File: src/hw/rtl/pst_pkg.sv
// Shared types and constants for the pass schedule table.
// Holds the request and result payloads, the mode and status codes and the
// command and status groups between the controller and the datapath.
`timescale 1ns / 1ps

package pst_pkg;

	localparam int TABLE_DEPTH_DEF = 256;
	localparam int READ_MAX_DEF    = 16;

	localparam logic [1:0] MODE_ADD   = 2'd0;
	localparam logic [1:0] MODE_SCHED = 2'd1;
	localparam logic [1:0] MODE_READ  = 2'd2;

	localparam logic [1:0] STAT_OK   = 2'd0;
	localparam logic [1:0] STAT_FULL = 2'd1;
	localparam logic [1:0] STAT_NONE = 2'd2;

	typedef struct packed {
		logic [1:0]  mode;
		logic [31:0] pass_time;
		logic [15:0] pass_length;
		logic [31:0] now_seconds;
		logic [4:0]  read_count;
	} request_t;

	typedef struct packed {
		logic [1:0]  status;
		logic [31:0] wait_seconds;
		logic [15:0] window_length;
		logic [31:0] out_time;
		logic [4:0]  out_count;
		logic        last;
	} result_t;

	// Commands from the controller to the datapath.
	typedef struct packed {
		logic load_req;
		logic add;
		logic walk_rd;
		logic walk_chk;
		logic emit_none;
		logic load_cnt;
		logic emit_empty;
		logic rd_issue;
		logic rd_emit;
	} ctrl_cmd_t;

	// Status from the datapath to the controller.
	typedef struct packed {
		logic [1:0] mode;
		logic       ptr_at_fill;
		logic       skip;
		logic       cnt_zero;
		logic       rd_last;
	} dp_stat_t;

endpackage

File: src/hw/rtl/pst_ctrl.sv
// Controller state machine of the pass schedule table.
// Sequences the datapath through add, schedule walk and read-out. Depends on pst_pkg.
`timescale 1ns / 1ps

module pst_ctrl (
	input  logic               clk,
	input  logic               arst_n,
	input  logic               start,
	input  pst_pkg::dp_stat_t  stat,
	output logic               busy,
	output pst_pkg::ctrl_cmd_t cmd
);

	localparam logic [2:0] S_IDLE     = 3'd0;
	localparam logic [2:0] S_DISPATCH = 3'd1;
	localparam logic [2:0] S_WALK_RD  = 3'd2;
	localparam logic [2:0] S_WALK_CHK = 3'd3;
	localparam logic [2:0] S_RD_RD    = 3'd4;
	localparam logic [2:0] S_RD_EMIT  = 3'd5;

	logic [2:0] state_q;
	logic [2:0] state_d;

	assign busy = (state_q != S_IDLE);

	always_comb begin
		state_d = state_q;
		cmd     = '0;
		case (state_q)
			S_IDLE: begin
				if (start) begin
					cmd.load_req = 1'b1;
					state_d      = S_DISPATCH;
				end
			end
			S_DISPATCH: begin
				case (stat.mode)
					pst_pkg::MODE_ADD: begin
						cmd.add = 1'b1;
						state_d = S_IDLE;
					end
					pst_pkg::MODE_SCHED: begin
						state_d = S_WALK_RD;
					end
					pst_pkg::MODE_READ: begin
						cmd.load_cnt = 1'b1;
						state_d      = S_RD_RD;
					end
					default: begin
						cmd.emit_empty = 1'b1;
						state_d        = S_IDLE;
					end
				endcase
			end
			S_WALK_RD: begin
				if (stat.ptr_at_fill) begin
					cmd.emit_none = 1'b1;
					state_d       = S_IDLE;
				end else begin
					cmd.walk_rd = 1'b1;
					state_d     = S_WALK_CHK;
				end
			end
			S_WALK_CHK: begin
				cmd.walk_chk = 1'b1;
				state_d      = stat.skip ? S_WALK_RD : S_IDLE;
			end
			S_RD_RD: begin
				if (stat.cnt_zero) begin
					cmd.emit_empty = 1'b1;
					state_d        = S_IDLE;
				end else begin
					cmd.rd_issue = 1'b1;
					state_d      = S_RD_EMIT;
				end
			end
			S_RD_EMIT: begin
				cmd.rd_emit = 1'b1;
				state_d     = stat.rd_last ? S_IDLE : S_RD_RD;
			end
			default: begin
				state_d = S_IDLE;
			end
		endcase
	end

	always_ff @(posedge clk or negedge arst_n) begin
		if (!arst_n) begin
			state_q <= S_IDLE;
		end else begin
			state_q <= state_d;
		end
	end

endmodule

File: config.mk
export PLATFORM = sky130hd
export DESIGN_NAME = pst_ctrl
export DESIGN_NICKNAME = d
export VERILOG_FILES = /design/src/hw/rtl/pst_pkg.sv /design/src/hw/rtl/pst_ctrl.sv
export SDC_FILE = /design/constraint.sdc
export NUM_CORES = 1
export LEC_CHECK = 0
export BUFFER_PORTS_ARGS = -buffer_cell sky130_fd_sc_hd__buf_4
export CORE_AREA = 4 4 41 43
export DETAILED_ROUTE_END_ITERATION = 8
export DIE_AREA = 0 0 45 47
export GPL_TIMING_DRIVEN = 0
export PLACE_DENSITY = 0.56
export SKIP_CTS_REPAIR_TIMING = 1
export SLEW_MARGIN = 40
export SYNTH_ARGS = -nofsm -noshare
export SYNTH_HDL_FRONTEND = slang
export SYNTH_SLANG_ARGS = --single-unit
export TNS_END_PERCENT = 10
File: constraint.sdc
create_clock -name clk -period 1.6 [get_ports clk]
set_clock_uncertainty 0.15 [all_clocks]
set_input_delay 0.16 -clock clk [delete_from_list [all_inputs] [get_ports clk]]
set_output_delay 0.16 -clock clk [all_outputs]
set_load 0.01 [all_outputs]
==> qor.csv <==
metric,value,unit
Die Width,45,um
Final Hold Viols,0,
core area,1300,um2
register area share after synthesis,24.9,%
worst slew pin tran,248,ps
kind of critical path,reg2out,
endpoints failing setup,1,
pre-CTS setup slack,207,ps
syn_nets,39,
fmax,606,MHz
area of the die,2120,um2
Post-DP HPWL,565,um
die height,47,um
power density over the cells,1470,nW/um2
fin cells,70,
# IOs,19,
Seq cells post-synth,3,
clk sink count,3,
Final Net Count,65,
reg2reg start,state_q[0],
Flop pwr share,18.7,%
Top reg by flops,state_q,
"commonest non-fill, non-tap cell in the layout",buf_4,
Worst Min Path Start,stat[2],
total congestion overflow,0,
setup slack after layout,-51.2,ps
CP endpoint kind,output port,
total of max-cap violations,0,
post-DR wirelength/cell,11.5,um
Switching Share,37.1,%
Final Util,41.2,%
fraction of registers with async set or reset after synthesis,100,%
setup_tns,-51.2,ps
YS warnings,0,
combinational power share,64.6,%
Synth Cell Area,302,um2
share of the synthesized area in the top cell type,24.9,%
clock share of power,16.7,%
CTS tree,done,
first-pass GRT wire length,1280,um
"EDFF count, synth",0,
share of layout cells above drive strength 1,65.5,%
Largest regs,state_q x3,
DR pass1 iterations,2,
violated checks,setup timing,
vias in the first global route,306,
Power Internal,494,uW
Clock Tree Root,clkbuf_4,
Placed Cells,63,
VDD IR max,626,uV
worst path arrival time,1340,ps
Pleak,0.000265,uW
Initial DRC Count,8,
ANT nets after route,0,
initial antenna violation count,0,
Slew Limit Fails,0,
hold_ws,69.6,ps
startpoint types,flop,
leading post-synthesis cells by cell area,"dfrtp_1, nor4b_4, buf_6",
max incr delay on CP,400,ps
Max H-tree Level,1,
I/O Buffers,18,
NetSw,292,uW
Rel. slew slack,83.4,%
DRC errors left,0,
Vias per Instance,4.46,
period utilization,103,%
unrepaired setup endpoints after global routing,true,
largest net degree at the start of global routing,11,
Clock Path Buffers,2,
n_diodes,0,
HP Class,in2reg,
CP max FO,10,
most frequent cells in the layout,"buf_4, buf_6, inv_1, clkbuf_4",
Final Critical Period,1650,ps
CP startpoint,state_q[2],
Largest register FFs,3,
syn_area_per_cell,10.1,um2
initial core utilization,23.2,%
CP Cell Sequence,"buf_6, or3_4, nor2_2, buf_4",
Yosys cell types,22,
CP max-delay cell,or3_4,
Critical Path RT,1290,ps
status,"finished, violations left",
"Clk Latency, worst-skew pair",230,ps
Syn Inst Count,30,
gpl congestion,0.673,
GRT Total Usage,8.70,%
cts bufs inserted,3,
std cell rows,13,
Post-synth top flop,dfrtp_1,
WL final,804,um
largest area contributor in the netlist,dfrtp_1,
Vias,312,
Layout area overhead,77.6,%
Clock transition at path regs,40,ps
[per-stage QoR]
stage                     instance area (um2)  power (uW)
final                                     536         786
after detailed placement                  455         582
after CTS                                 482         726
after global routing                      536         853
after floorplan                           302         431
after global placement                    455         584
[Yosys cell counts, drive strengths merged, types with 2 or more instances]
cell,count
buf,2
inv,3
nor4b,2
nor3b,3
dfrtp,3
nor2,3
[logic make-up (layout without fill, tap and decap cells)]
group | Yosys count | count (layout) | synth area share (%)
multiplexers | 1 | 1 | 3.32
buffers and inverters | 5 | 30 | 11.2
AO/OA/AOI/OAI | 6 | 6 | 14.1
flip-flops | 3 | 3 | 24.9
AND/OR/NAND/NOR | 15 | 15 | 46.5
[layer usage]
layer	vias up	global-route usage [%]	part of all wire [%]	wire length, um
met5	-	0	0	0
met4	0	8.77	2.4	19
met3	2	3.83	9.8	79
met2	14	12.7	49	397
met1	137	9.11	38	308
li1	159	-	-	-
[worst paths after layout]
path                              end  slack [ps]  depth (start not counted)
setup / recovery               cmd[8]         -50                          4
hold / removal             state_q[1]          70                          3
setup reg to reg           state_q[2]         330                          3
hold reg to reg            state_q[0]         520                          2
max in group asynchronous  state_q[0]        1090                          2
min in group asynchronous  state_q[1]         100                          2
[final cells by class]
type,count,area (um2)
well taps,15,18.8
repair buffers,21,168
multi-input cells,22,213
inverters,3,11.3
clock buffers,4,26.3
plain buffers,2,22.5
flip-flops and latches,3,76.3
fillers,141,766
[worst max-delay path, delay by kind of cell, from the launching register on]
| family | cells | cell delay [ps] |
|---|---|---|
| flip-flops | 1 | 360 |
| AND/OR/NAND/NOR | 2 | 490 |
| buffers and inverters | 2 | 260 |
[power groups by stage]
stage	sequential [uW]	combinational [uW]	clock, uW
final	147	508	132
after floorplan	132	299	0
after global placement	141	443	0
after detailed placement	140	442	0
after global routing	152	555	146
after CTS	140	447	139
No activity file was read; power rests on OpenSTA's default activity.
